## src/hw/rtl/bsmv_pkg.sv

```systemverilog
`timescale 1ns / 1ps

package bsmv_pkg;

  localparam int MaxVec       = 64;
  localparam int MaxBlockRows = 16;

  // Field widths of the command, result and configuration items.
  localparam int IdxW    = 6;
  localparam int BrW     = 4;
  localparam int VecLenW = 7;
  localparam int NbrW    = 5;
  localparam int SelW    = 4;
  localparam int ValW    = 32;
  localparam int YW      = 48;
  localparam int FracW   = 16;
  localparam int ProdW   = 2 * ValW;

  // Derived storage widths.
  localparam int XAW  = $clog2(MaxVec);
  localparam int BndW = $clog2(MaxVec + 1);
  localparam int BaW  = $clog2(MaxBlockRows);

  typedef enum logic [2:0] {
    FnClear  = 3'd0,
    FnBound  = 3'd1,
    FnWriteX = 3'd2,
    FnHeader = 3'd3,
    FnValue  = 3'd4,
    FnReadY  = 3'd5
  } func_e;

  typedef enum logic [1:0] {
    StOk      = 2'd0,
    StSize    = 2'd1,
    StRange   = 2'd2,
    StNoBlock = 2'd3
  } status_e;

  typedef struct packed {
    func_e                   func;
    logic [IdxW-1:0]         index;
    logic [BrW-1:0]          block_row;
    logic [BrW-1:0]          block_col;
    logic signed [ValW-1:0]  value;
  } cmd_t;

  typedef struct packed {
    logic signed [YW-1:0] y_value;
    status_e              status;
  } res_t;

  typedef struct packed {
    logic [VecLenW-1:0] vector_length;
    logic [NbrW-1:0]    num_block_rows;
    logic               row_only_mode;
    logic [SelW-1:0]    selected_row;
  } cfg_t;

  // Decoded operation handed from the control stage to the datapath.
  typedef struct packed {
    logic                   vld;
    logic                   clr;
    logic                   rd;
    logic                   mac;
    logic                   xwe;
    logic [XAW-1:0]         x_addr;
    logic [XAW-1:0]         y_addr;
    logic signed [ValW-1:0] val;
    status_e                status;
  } op_t;

endpackage

```

## src/hw/rtl/bsmv_ctrl.sv

```systemverilog
`timescale 1ns / 1ps

module bsmv_ctrl import bsmv_pkg::*; (
  input  logic clk_i,
  input  logic rst_ni,
  input  logic accept_i,
  input  cmd_t cmd_i,
  input  cfg_t cfg_i,
  output op_t  op_o
);

  localparam int NumRd    = 5;
  localparam int PRowEnd  = 0;
  localparam int PRowBeg  = 1;
  localparam int PColEnd  = 2;
  localparam int PColBeg  = 3;
  localparam int PLast    = 4;

  cmd_t cmd_q;
  logic vld_q;

  logic [BndW-1:0] bnd_mem [NumRd][MaxBlockRows];
  logic [BndW-1:0] bnd_rd_q [NumRd];
  logic [BaW-1:0]  rd_addr [NumRd];
  logic [MaxBlockRows-1:0] bnd_vld_q;
  logic            bnd_we;
  logic [BaW-1:0]  bnd_waddr;
  logic [BndW-1:0] bnd_wdata;

  logic            open_q, open_d;
  logic            skip_q, skip_d;
  logic [BndW-1:0] row_start_q, row_start_d;
  logic [BndW-1:0] col_start_q, col_start_d;
  logic [BndW-1:0] height_q, height_d;
  logic [BndW-1:0] width_q, width_d;
  logic [XAW-1:0]  elem_row_q, elem_row_d;
  logic [XAW-1:0]  elem_col_q, elem_col_d;

  logic [BaW-1:0]  row_prev, col_prev, last_addr;
  logic [BndW-1:0] row_end, row_beg, col_end, col_beg, last_bnd;
  logic [BndW-1:0] y_idx, x_idx, row_inc, col_inc;
  logic            nbr_bad, brow_bad, bcol_bad, sel_bad;
  op_t             op;

  always_ff @(posedge clk_i or negedge rst_ni) begin
    if (!rst_ni) begin
      vld_q <= 1'b0;
    end else begin
      vld_q <= accept_i;
    end
  end

  always_ff @(posedge clk_i) begin
    if (accept_i) begin
      cmd_q <= cmd_i;
    end
  end

  // The boundary table is read at five places per header, so it is kept as
  // five copies that share the write port. Reads start when the item is taken.
  always_comb begin
    rd_addr[PRowEnd] = cmd_i.block_row[BaW-1:0];
    rd_addr[PRowBeg] = cmd_i.block_row[BaW-1:0] - 1'b1;
    rd_addr[PColEnd] = cmd_i.block_col[BaW-1:0];
    rd_addr[PColBeg] = cmd_i.block_col[BaW-1:0] - 1'b1;
    rd_addr[PLast]   = cfg_i.num_block_rows[BaW-1:0] - 1'b1;
  end

  always_ff @(posedge clk_i) begin
    for (int p = 0; p < NumRd; p++) begin
      if (bnd_we) begin
        bnd_mem[p][bnd_waddr] <= bnd_wdata;
      end
      if (bnd_we && bnd_waddr == rd_addr[p]) begin
        bnd_rd_q[p] <= bnd_wdata;
      end else begin
        bnd_rd_q[p] <= bnd_mem[p][rd_addr[p]];
      end
    end
  end

  always_ff @(posedge clk_i or negedge rst_ni) begin
    if (!rst_ni) begin
      bnd_vld_q <= '0;
    end else if (bnd_we) begin
      bnd_vld_q[bnd_waddr] <= 1'b1;
    end
  end

  always_comb begin
    row_prev  = cmd_q.block_row[BaW-1:0] - 1'b1;
    col_prev  = cmd_q.block_col[BaW-1:0] - 1'b1;
    last_addr = cfg_i.num_block_rows[BaW-1:0] - 1'b1;

    // Entries never written read as zero; block zero starts at zero.
    row_end  = bnd_vld_q[cmd_q.block_row[BaW-1:0]] ? bnd_rd_q[PRowEnd] : '0;
    col_end  = bnd_vld_q[cmd_q.block_col[BaW-1:0]] ? bnd_rd_q[PColEnd] : '0;
    row_beg  = (cmd_q.block_row == '0 || !bnd_vld_q[row_prev]) ? '0 : bnd_rd_q[PRowBeg];
    col_beg  = (cmd_q.block_col == '0 || !bnd_vld_q[col_prev]) ? '0 : bnd_rd_q[PColBeg];
    last_bnd = bnd_vld_q[last_addr] ? bnd_rd_q[PLast] : '0;

    nbr_bad  = (cfg_i.num_block_rows == '0) || (int'(cfg_i.num_block_rows) > MaxBlockRows);
    brow_bad = {1'b0, cmd_q.block_row} >= cfg_i.num_block_rows;
    bcol_bad = {1'b0, cmd_q.block_col} >= cfg_i.num_block_rows;
    sel_bad  = cfg_i.row_only_mode && ({1'b0, cfg_i.selected_row} >= cfg_i.num_block_rows);

    y_idx   = (cfg_i.row_only_mode ? '0 : row_start_q) + BndW'(elem_row_q);
    x_idx   = col_start_q + BndW'(elem_col_q);
    row_inc = BndW'(elem_row_q) + 1'b1;
    col_inc = BndW'(elem_col_q) + 1'b1;

    op        = '0;
    op.vld    = vld_q;
    op.val    = cmd_q.value;
    op.x_addr = x_idx[XAW-1:0];
    op.y_addr = cmd_q.index[XAW-1:0];
    op.status = StOk;

    bnd_we    = 1'b0;
    bnd_waddr = cmd_q.index[BaW-1:0];
    bnd_wdata = cmd_q.value[BndW-1:0];

    open_d      = open_q;
    skip_d      = skip_q;
    row_start_d = row_start_q;
    col_start_d = col_start_q;
    height_d    = height_q;
    width_d     = width_q;
    elem_row_d  = elem_row_q;
    elem_col_d  = elem_col_q;

    if (vld_q) begin
      unique case (cmd_q.func)
        FnClear: begin
          op.clr = 1'b1;
        end
        FnBound: begin
          if (int'(cmd_q.index) >= MaxBlockRows || cmd_q.value < 0 || cmd_q.value > MaxVec) begin
            op.status = StRange;
          end else begin
            bnd_we = 1'b1;
          end
        end
        FnWriteX: begin
          if (int'(cmd_q.index) >= MaxVec) begin
            op.status = StRange;
          end else begin
            op.xwe    = 1'b1;
            op.x_addr = cmd_q.index[XAW-1:0];
          end
        end
        FnHeader: begin
          // Any failed header closes the open block.
          open_d = 1'b0;
          if (nbr_bad || brow_bad || bcol_bad || sel_bad) begin
            op.status = StRange;
          end else if (cfg_i.vector_length != last_bnd || row_end < row_beg ||
                       col_end < col_beg || row_end > cfg_i.vector_length ||
                       col_end > cfg_i.vector_length) begin
            op.status = StSize;
          end else begin
            row_start_d = row_beg;
            col_start_d = col_beg;
            height_d    = row_end - row_beg;
            width_d     = col_end - col_beg;
            elem_row_d  = '0;
            elem_col_d  = '0;
            skip_d      = cfg_i.row_only_mode && (cmd_q.block_row != cfg_i.selected_row);
            open_d      = (row_end != row_beg) && (col_end != col_beg);
          end
        end
        FnValue: begin
          if (!open_q) begin
            op.status = StNoBlock;
          end else begin
            op.y_addr = y_idx[XAW-1:0];
            op.mac    = !skip_q && int'(y_idx) < MaxVec && int'(x_idx) < MaxVec;
            // Values arrive column-major: walk down the rows, then step a column.
            if (row_inc >= height_q) begin
              elem_row_d = '0;
              elem_col_d = col_inc[XAW-1:0];
              if (col_inc >= width_q) begin
                open_d = 1'b0;
              end
            end else begin
              elem_row_d = row_inc[XAW-1:0];
            end
          end
        end
        FnReadY: begin
          if (int'(cmd_q.index) >= MaxVec) begin
            op.status = StRange;
          end else begin
            op.rd = 1'b1;
          end
        end
        default: begin
        end
      endcase
    end
  end

  always_ff @(posedge clk_i or negedge rst_ni) begin
    if (!rst_ni) begin
      open_q      <= 1'b0;
      skip_q      <= 1'b0;
      row_start_q <= '0;
      col_start_q <= '0;
      height_q    <= '0;
      width_q     <= '0;
      elem_row_q  <= '0;
      elem_col_q  <= '0;
    end else begin
      open_q      <= open_d;
      skip_q      <= skip_d;
      row_start_q <= row_start_d;
      col_start_q <= col_start_d;
      height_q    <= height_d;
      width_q     <= width_d;
      elem_row_q  <= elem_row_d;
      elem_col_q  <= elem_col_d;
    end
  end

  assign op_o = op;

endmodule

```

## config.mk

```make
export PLATFORM = sky130hd
export DESIGN_NAME = bsmv_ctrl
export DESIGN_NICKNAME = d
export VERILOG_FILES = /design/src/hw/rtl/bsmv_pkg.sv /design/src/hw/rtl/bsmv_ctrl.sv
export SDC_FILE = /design/constraint.sdc
export NUM_CORES = 1
export LEC_CHECK = 0
export ABC_AREA = 1
export BUFFER_PORTS_ARGS = -buffer_cell sky130_fd_sc_hd__buf_4
export CAP_MARGIN = 30
export CORE_ASPECT_RATIO = 1.2
export CORE_MARGIN = 2
export CORE_UTILIZATION = 50
export CTS_CLUSTER_SIZE = 24
export DETAILED_ROUTE_END_ITERATION = 12
export PLACE_DENSITY_LB_ADDON = 0.08
export SLEW_MARGIN = 0
export SYNTH_ARGS = -nofsm -noshare
export SYNTH_HDL_FRONTEND = slang
export SYNTH_SLANG_ARGS = --single-unit
```

## constraint.sdc

```tcl
create_clock -name clk_i -period 5.95 [get_ports clk_i]
set_input_delay 0.2975 -clock clk_i [delete_from_list [all_inputs] [get_ports clk_i]]
set_output_delay 0.2975 -clock clk_i [all_outputs]
set_load 0.01 [all_outputs]
```

==> results_dict.tcl, run 1 <==
set metrics [dict create \
    tightestPinTransition_ns 1.08 \
    fin_skew_ns 0.0158 \
    clockBufferDepth 3 \
    floorplan.initialDensity_pct 50.9 \
    fp.dieW_um 174 \
    yosys.area_share.xor_xnor_pct 2.46 \
    setup_tns_ns 0 \
    holdWs_ns 0.0909 \
    drt-total-wl_um 64600 \
    start_kind "flop" \
    yosysUniqueCellTypes 53 \
    synth_top_family_by_area "compound AO/OA/AOI/OAI gates" \
    area_growth_pct 13.3 \
    powerDensity_mw_per_mm2 260 \
    criticalPathCategory "reg2out" \
    critPathSlowestCell "nor3_1" \
    max_cap_violations 0 \
    grt_setup_unrepaired "no" \
    root_buffer "clkbuf_16" \
    worstPathRequired_ns 5.65 \
    synthFlopType "edfxtp_1" \
    yosys.area.top_type "edfxtp_1" \
    rows 74 \
    placed_area_mm2 0.0182 \
    grt_remaining_overflow 0 \
    dr.pass1.iters 6 \
    syn_area_per_cell_um2 7.70 \
    yosysTopAreaCellShare_pct 27.9 \
    slew_headroom_pct 27.7 \
    cts.sinks 255 \
    period_needed_ns 5.04 \
    ioPinCount 120 \
    syn_inst 2253 \
    synth-compound-area-share_pct 23.5 \
    async_reset_ff_share_pct 23.1 \
    crit_arrival_ns 4.74 \
    die_area_mm2 0.0362 \
    cts_buffers 29 \
    cp_top_family "compound AO/OA/AOI/OAI gates" \
    multi_input_area_mm2 0.00867 \
    viasPerCell 6.20 \
    die_h_um 208 \
    layoutNonFillerInstCount 2782 \
    p_leak_uw 0.00823 \
    hold_buffers 42 \
    worst-path-buf-inv 5 \
    antenna_cells 0 \
    fillers 3219 \
    peakVddDrop_mv 0.258 \
    grt_first_pass_wirelength_um 96800 \
    fin_area_mm2 0.0196 \
    synth_edf_count 161 \
    synthesis.nets 2400 \
    grt_use_total_pct 34.8 \
    placedCellCount 2687 \
    maxSlewViolCount 0 \
    grt_max_degree 72 \
    drc_errors 0 \
    synth_area_mm2 0.0173 \
    insertion_delay_ns 0.60 \
    ys_seq_area_share_pct 40.4 \
    routedWlPerCell_um 23.2 \
    crit_fanout 25 \
    synth_fa_ha_area_share_pct 5.80 \
    final_util_pct 57.6 \
    crit_path_cell_trace "buf_4 > inv_1 > ha_1 > inv_1 > o21ai_0 > a21oi_1 > o311a_1 > nor3_1 > nand2_1 > ha_1 > a21oi_1 > o21ai_0 > a31o_2 > inv_1 > nor2_1 > nand3_1 > nand3_1 > a21oi_1 > buf_4" \
    drtIter0Drc 1901 \
    post-cts-setup-buffers 0 \
    finalHoldViolations 0 \
    muxShareOfSynthArea_pct 0 \
    first_global_vias 16436 \
    setup.worst_path.end_class "primary output" \
    synth-seq-cells 255 \
    antenna_found_initial 0 \
    post_cts_resized 0 \
    max_stage_delay_ns 0.64 \
    min-delay-path-class "in2reg" \
    synthSimpleGateAreaFrac_pct 18.3 \
    synth.area.top_cells "edfxtp_1 28%, a21oi_1 10%, o21ai_0 10%" \
    setup_viol 0 \
    cts_max_level 1 \
    tritoncts "yes" \
    drive_gt1_share_pct 9.63 \
    gp_congestion 0.994 \
    regArea_mm2 0.00701 \
    ant_nets 0 \
    dp_hpwl_um 43400 \
    status "complete, no violations" \
    fin_crit_sh_pct 84.7 \
    max_freq_ghz 0.198 \
    portBuffers 119 \
    ys_warn_count 0 \
    core_area_mm2 0.0341 \
    fin_nets 2451 \
    vias 17259 \
    clk_pin_slew_worst_paths_ns 0.06 \
]
[flip-flops by register name, summed over array words and instances, names as in the netlist]
name,count
open_q,1
row_start_q,7
op_o,32
bnd_vld_q,16
bnd_mem,112
bnd_rd_q,35
elem_row_q,6
cmd_q,13
elem_col_q,6
bnd_waddr,4
width_q,7
skip_q,1
col_start_q,7
vld_q,1
height_q,7
[per-stage QoR]
step	setup slack, ns	power, uW
global route	0.514	5300
floorplan	2.19	2800
finish	0.908	5100
detailed placement	1.20	3210
global placement	1.38	3190
CTS	0.929	5090
[cells in the final DEF, fill, tap and decap left out, types with 3 or more instances in the layout]
cell           instances
a21oi_1              363
o21ai_0              361
nand3_1              272
nand2_1              220
inv_1                215
edfxtp_1             161
buf_4                142
nor2_1               120
ha_1                  73
dfrtp_1               59
dlygate4sd3_1         42
dfxtp_1               35
clkbuf_16             34
o21ai_1               29
nand4_1               28
xor2_1                25
xnor2_1               20
o21a_1                16
nor3_1                14
inv_2                  9
nor4_1                 8
a211oi_1               4
clkinv_1               4
nand2_2                4
nand3_2                4
fa_1                   4
clkinv_2               4
a221oi_1               3
inv_4                  3
nand3b_1               3
clkbuf_2               3
[worst paths after layout]
check	depth (start not counted)	startpoint	endpoint	slack, ns
min	3	cfg_i[4]	skip_q	0.09
max in group asynchronous	2	rst_ni	elem_col_q[3]	5.09
max reg2reg	20	cmd_q[36]	elem_row_q[4]	1.15
min in group asynchronous	2	rst_ni	row_start_q[3]	0.35
min reg2reg	2	height_q[2]	height_q[2]	0.49
max	19	cmd_q[36]	op_o[0]	0.91
[logic make-up after synthesis]
family | after synthesis
buf+inv | 393
compound gates | 791
simple gates | 689
xor+xnor | 47
fa+ha+maj | 78
flops | 255
[power breakdown]
group	total, uW	switching (uW)	internal (uW)
Sequential	2030	60.1	1970
Clock	1870	760	1110
Combinational	1210	798	409
[synth_stat cells (7+ instances only)]
master	count
nor2_1	120
o21ai_0	361
buf_1	19
dfxtp_1	35
inv_1	217
clkbuf_1	87
edfxtp_1	161
nand4_1	28
a21oi_1	363
ha_1	74
o21a_1	16
nor4_1	8
nor3_1	14
nand2_1	220
xor2_1	25
xnor2_1	20
o21ai_1	29
dfrtp_1	59
buf_2	20
buf_4	35
nand3_1	272
inv_2	7
[worst register-to-register path, cell delays in order (launching register included)]
cell and delay, ns:
edfxtp_1 0.32, buf_4 0.23, inv_1 0.23, ha_1 0.41
inv_1 0.09, o21ai_0 0.08, a21oi_1 0.06, o311a_1 0.34
nor3_1 0.64, nand2_1 0.18, ha_1 0.43, nand2_1 0.09
o21ai_0 0.27, a31o_2 0.23, inv_1 0.04, nor2_1 0.09
nand3_1 0.12, nand2_1 0.37, nand3_1 0.29, nand2_1 0.14
nand2_1 0.06
[routing by layer]
metal,part of all wire [%],up-vias,GRT usage (%)
li1,-,7986,-
met1,37,7894,42.4
met2,47,1080,57.9
met3,9.0,299,4.68
met4,7.2,0,22.9
met5,0,-,0
[final cells by class]
class	count	area share, %
flip-flops and latches	255	35.7
repair buffers	185	7.71
inverters	228	4.37
clock buffers	42	4.63
multi-input cells	1605	44.2
clock inverters	11	0.522
well taps	456	2.91
Note: power is estimated with default switching activity, not from simulation.
==> run 2, diff against run 1 <==
- clock period: 5.95 -> 4.45 ns (I/O delays scaled with it)
==> results_dict.tcl, run 2 (synthesis gave the netlist of run 1 again) <==
set metrics [dict create \
    clockBufferDepth 3 \
    r2r_start "cmd_q[33]" \
    first_global_vias 16610 \
    crit_arrival_ns 4.02 \
    reg2regPathDepth 22 \
    largest_reg_flops 112 \
    cts_buffers 29 \
    start_kind "flop" \
    clk_pin_slew_worst_paths_ns 0.06 \
    power.total_uw 6700 \
    die_h_um 208 \
    portBuffers 119 \
    root_buffer "clkbuf_16" \
    r2r_setup_slack_ns 0.50 \
    power_frac_comb_pct 24.8 \
    setup.worst_path.end_class "primary output" \
    max_cap_violations 0 \
    cp_top_family "compound AO/OA/AOI/OAI gates" \
    finalHoldViolations 0 \
    viasPerCell 6.13 \
    floorplan.initialDensity_pct 50.9 \
    grt_use_total_pct 35.2 \
    fillers 3176 \
    vias 17252 \
    criticalPathCategory "reg2out" \
    cp-startpoint "cmd_q[32]" \
    period_needed_ns 4.24 \
    crit_top_cell "nand3_1" \
    fin_nets 2483 \
    netSwitchingPower_uw 2180 \
    final_common_cell "a21oi_1" \
    ioPinCount 120 \
    grt_remaining_overflow 0 \
    placed_area_mm2 0.0184 \
    grt_max_degree 99 \
    regArea_mm2 0.00701 \
    final_cell_mix "363 x a21oi_1, 360 x o21ai_0, 272 x nand3_1, 219 x nand2_1, 214 x inv_1" \
    multi_input_area_mm2 0.00872 \
    drt-total-wl_um 65500 \
    area_growth_pct 14.3 \
    top_register "bnd_mem" \
    r2r_end "elem_row_q[1]" \
    fp.dieW_um 174 \
    max_stage_delay_ns 0.41 \
    powerDensity_mw_per_mm2 338 \
    rows 74 \
    drc_errors 0 \
    fin_area_mm2 0.0198 \
    dr.pass1.iters 5 \
    worstPathRequired_ns 4.23 \
    p_clk_share_pct 34.9 \
    core_area_mm2 0.0341 \
    seq_power_share_pct 40.3 \
    critPathSlowestCell "edfxtp_1" \
    fin_crit_sh_pct 95.2 \
    drive_gt1_share_pct 11.3 \
    tightestPinTransition_ns 0.955 \
    min-delay-path-class "in2reg" \
    cts_max_level 1 \
    setup_viol 0 \
    dp_hpwl_um 43600 \
    maxSlewViolCount 0 \
    slew_headroom_pct 36.4 \
    status "complete, no violations" \
    max_freq_ghz 0.236 \
    antenna_found_initial 0 \
    switching_share_pct 32.6 \
    p_leak_uw 0.00836 \
    final_util_pct 58.2 \
    crit_fanout 7 \
    p_int_uw 4520 \
    grt_first_pass_wirelength_um 97400 \
    ant_nets 0 \
    crit_path_cell_trace "inv_2 > ha_4 > inv_1 > o21ai_0 > a21oi_1 > nor3_2 > a211oi_2 > nor3_4 > buf_4 > nand2_1 > ha_2 > a21oi_1 > o21ai_2 > nand3_1 > o211ai_1 > nand3_1 > nor2_2 > nand3_1 > nand3_1 > a21oi_1 > buf_4" \
    crit_path_end "op_o[0]" \
    peakVddDrop_mv 0.318 \
    worst-path-stages 21 \
    gp_congestion 1.03 \
    insertion_delay_ns 0.59 \
    die_area_mm2 0.0362 \
    cts.sinks 255 \
    routedWlPerCell_um 23.3 \
    drtIter0Drc 2067 \
    antenna_cells 0 \
    fin_skew_ns 0.0258 \
    worst-path-buf-inv 4 \
    tritoncts "yes" \
]
[run 2: worst min path at each step]
| stage | from | end | slack (ns) | cells past startpoint |
|---|---|---|---|---|
| final | cfg_i[4] | skip_q | 0.007 | 3 |
| after CTS | cfg_i[4] | skip_q | 0.008 | 3 |
| after detailed placement | rst_ni | row_start_q[4] | 0.36 | 1 |
| after floorplan | rst_ni | bnd_vld_q[0] | -0.07 | 0 |
| after global routing | cmd_i[39] | cmd_q[39] | 0.02 | 1 |
| after global placement | rst_ni | skip_q | 0.35 | 1 |
[run 2: metrics by stage]
step	setup WS (ns)	hold slack, ns	cells	TNS [ns]
floorplan	0.686	-0.0731	2253	0
global placement	0.322	0.354	2717	0
detailed placement	0.188	0.359	2717	0
CTS	0.0219	0.00765	2813	0
global route	-0.0640	0.0237	2815	-0.0640
finish	0.212	0.00749	2815	0
[run 2: power by group through the flow]
stage	logic [uW]	clock network, uW	registers, uW
final	1660	2340	2700
after global routing	1800	2450	2710
after CTS	1600	2360	2700
after detailed placement	1560	0	2740
after global placement	1540	0	2740
after floorplan	1020	0	2720
[run 2: worst register-to-register path, stage by stage (launching register included)]
cell and delay, ns:
edfxtp_1 0.37, inv_1 0.10, ha_4 0.30, inv_1 0.07, o21ai_0 0.08, a21oi_1 0.08
nor3_2 0.24, a211oi_2 0.09, nor3_4 0.23, buf_4 0.19, nand2_1 0.09, ha_2 0.38
nand2_1 0.10, o21ai_2 0.16, nand3_1 0.09, o211ai_1 0.10, nand3_1 0.11, nor2_2 0.15
nand3_1 0.14, nand2_1 0.31, nand3_1 0.27, nand2_1 0.14, nand2_1 0.06
[run 2: metal layers]
layer	GRT usage [%]	vias to the layer above	part of all wire [%]	routed length [um]
met5	0	-	0	0
met4	21.9	0	6.8	4480
met3	6.25	275	9.2	6010
met2	59.5	990	48	31100
met1	41.6	7951	36	23900
li1	-	8036	-	-
[run 2: cell type report]
cell class / count / area share [%]
clock buffer: 39 / 4.22
clock inverter: 15 / 0.442
inverter: 228 / 4.33
multi-input combinational: 1605 / 44.0
sequential: 255 / 35.4
tap: 456 / 2.88
timing repair buffer: 217 / 8.77
[run 2: timing repair]
item                                    CTS  global route
endpoints found under the hold margin   100             0
endpoints found under the setup margin    1            13
pin swaps                                 0             1
resized for setup                         1            12
hold buffers                             42             0
buffers inserted                          0             2
==> run 3, diff against run 2 <==
- ABC_AREA: 1 -> not set
==> results_dict.tcl, run 3 <==
set metrics [dict create \
    clk_pin_slew_worst_paths_ns 0.06 \
    die_h_um 203 \
    antenna_found_initial 0 \
    cts_max_level 1 \
    tightestPinTransition_ns 0.939 \
    drive_gt1_share_pct 38.9 \
    max_cap_violations 0 \
    yosys.area.top_type "edfxtp_1" \
    dp_hpwl_um 33700 \
    criticalPathCategory "reg2out" \
    period_needed_ns 4.47 \
    ys_seq_area_share_pct 42.7 \
    synth_edf_count 161 \
    status "finished with violations" \
    grt_remaining_overflow 0 \
    ys_warn_count 0 \
    fp.dieW_um 169 \
    fin_area_mm2 0.0195 \
    drc_errors 0 \
    r2r_setup_slack_ns 0.25 \
    drtIter0Drc 1035 \
    fin_skew_ns 0.0286 \
    crit_fanout 6 \
    antenna_cells 0 \
    max_freq_ghz 0.224 \
    die_area_mm2 0.0343 \
    drt-total-wl_um 48100 \
    placed_area_mm2 0.0178 \
    routedWlPerCell_um 27.0 \
    final_common_cell "mux4_2" \
    fin_nets 1501 \
    setup_viol 1 \
    r2r_start "cmd_q[37]" \
    finalHoldViolations 0 \
    fin_crit_sh_pct 100 \
    viasPerCell 6.39 \
    vias 11389 \
    first_global_vias 11437 \
    ant_nets 0 \
    root_buffer "clkbuf_16" \
    synthesis.nets 1330 \
    post-synth-top-count-cell "mux4_2" \
    min-delay-path-class "in2reg" \
    p_leak_uw 0.00756 \
    synth-seq-cells 255 \
    hold_path_depth 1 \
    synth_common_cells "192 x mux4_2, 161 x edfxtp_1, 74 x ha_1, 74 x nand2_1, 59 x dfrtp_1" \
    insertion_delay_ns 0.57 \
    syn_area_per_cell_um2 13.9 \
    async_reset_ff_share_pct 23.1 \
    slew_headroom_pct 36.5 \
    holdWs_ns 0.0630 \
    grt_first_pass_wirelength_um 72300 \
    synth_area_mm2 0.0164 \
    synth.area.top_cells "edfxtp_1 29%, mux4_2 26%, dfrtp_1 9.0%" \
    peakVddDrop_mv 0.273 \
    hold_path.startpoint "cmd_i[35]" \
    synthFlopType "edfxtp_1" \
    start_kind "flop" \
    grt_setup_unrepaired "yes" \
    final_cell_mix "192 x mux4_2, 184 x buf_4, 161 x edfxtp_1, 72 x nand2_1, 62 x ha_1" \
    syn_inst 1183 \
    r2r_end "elem_row_q[0]" \
    crit_arrival_ns 4.25 \
    tritoncts "yes" \
    clockBufferDepth 3 \
    setup_ws_ns -0.0195 \
    top_register "bnd_mem" \
    fillers 2513 \
    reg2regPathDepth 15 \
    final_util_pct 60.4 \
    yosysTopAreaCellShare_pct 29.4 \
    setup.worst_path.end_class "primary output" \
    core_area_mm2 0.0323 \
    grt_use_total_pct 28.6 \
    cts_buffers 28 \
    dr.pass1.iters 5 \
    power.total_uw 6330 \
    gp_congestion 0.882 \
    floorplan.initialDensity_pct 50.9 \
    cts.sinks 255 \
    grt_max_degree 60 \
    worstPathRequired_ns 4.23 \
    whs_endpoint "cmd_q[35]" \
    maxSlewViolCount 0 \
    setup_tns_ns -0.0195 \
    rows 72 \
    ioPinCount 120 \
    portBuffers 119 \
    yosysUniqueCellTypes 63 \
    powerDensity_mw_per_mm2 325 \
    violations "setup timing" \
    area_growth_pct 18.7 \
    largest_reg_flops 112 \
]
==> run 3: power by group <==
| group | internal [uW] | switching, uW | total (uW) |
|---|---|---|---|
| Sequential | 2650 | 143 | 2800 |
| Combinational | 663 | 648 | 1310 |
| Clock | 1250 | 968 | 2220 |
| Total | 4570 | 1760 | 6330 |
==> run 3: logic make-up after synthesis <==
kind of cell               after synthesis  share of synthesized area, %
AOI/OAI and AO/OA                      146                          5.53
xor gates and xnor gates                56                          2.99
adders and majority gates               78                          6.13
buffers and inverters                  145                          4.21
DFF                                    255                          42.7
muxes                                  253                          30.7
and+or+nand+nor                        250                          7.70
==> run 3: final cells by class <==
type | count | area (um2) | share of cell area (%)
clock buffer | 37 | 756 | 3.88
sequential | 255 | 7010 | 36.0
multi-input combinational | 783 | 9000 | 46.2
clock inverter | 15 | 104 | 0.533
timing repair buffer | 235 | 1910 | 9.81
inverter | 51 | 191 | 0.983
tap | 407 | 509 | 2.61
==> run 3: stage by stage <==
step,std cells,setup WS [ns]
after global placement,1670,0.180
after CTS,1776,0.00179
after detailed placement,1670,0.109
after floorplan,1183,0.0293
after global routing,1783,-0.162
final,1783,-0.0195
==> run 3: what timing repair did <==
item	in CTS	in global routing
gates resized for setup	41	19
hold buffers	43	0
endpoints found under the hold margin	101	0
pin swaps	21	14
endpoints found under the setup margin	1	3
setup buffers	11	7
==> run 3: per-layer routing <==
metal	track usage [%]	wire length, um
met1	36.4	18000
met2	50.7	25200
met3	3.33	2970
met4	10.5	1900
met5	0	0
==> run 3: how the worst max path moves through the flow <==
stage,startpoint,to,cells past startpoint
2_1_floorplan,cmd_q[37],elem_row_q[0],20
3_3_place_gp,cmd_q[33],elem_row_q[0],17
3_5_place_dp,cmd_q[33],elem_row_q[0],17
4_1_cts,cmd_q[34],op_o[0],14
5_1_grt,cmd_q[32],op_o[0],17
6_report,cmd_q[37],op_o[0],15
==> run 3: worst max-delay path, stage by stage, from the launching register on <==
cell and delay (ns):
edfxtp_1 0.36, buf_6 0.15, mux4_2 0.51, mux4_2 0.57
buf_6 0.16, and2_4 0.17, ha_4 0.27, o21a_1 0.17
o31ai_4 0.10, a21oi_2 0.17, nor3_2 0.06, a2111oi_2 0.28
and4_1 0.30, nor2b_1 0.06, o21a_1 0.19, buf_6 0.12
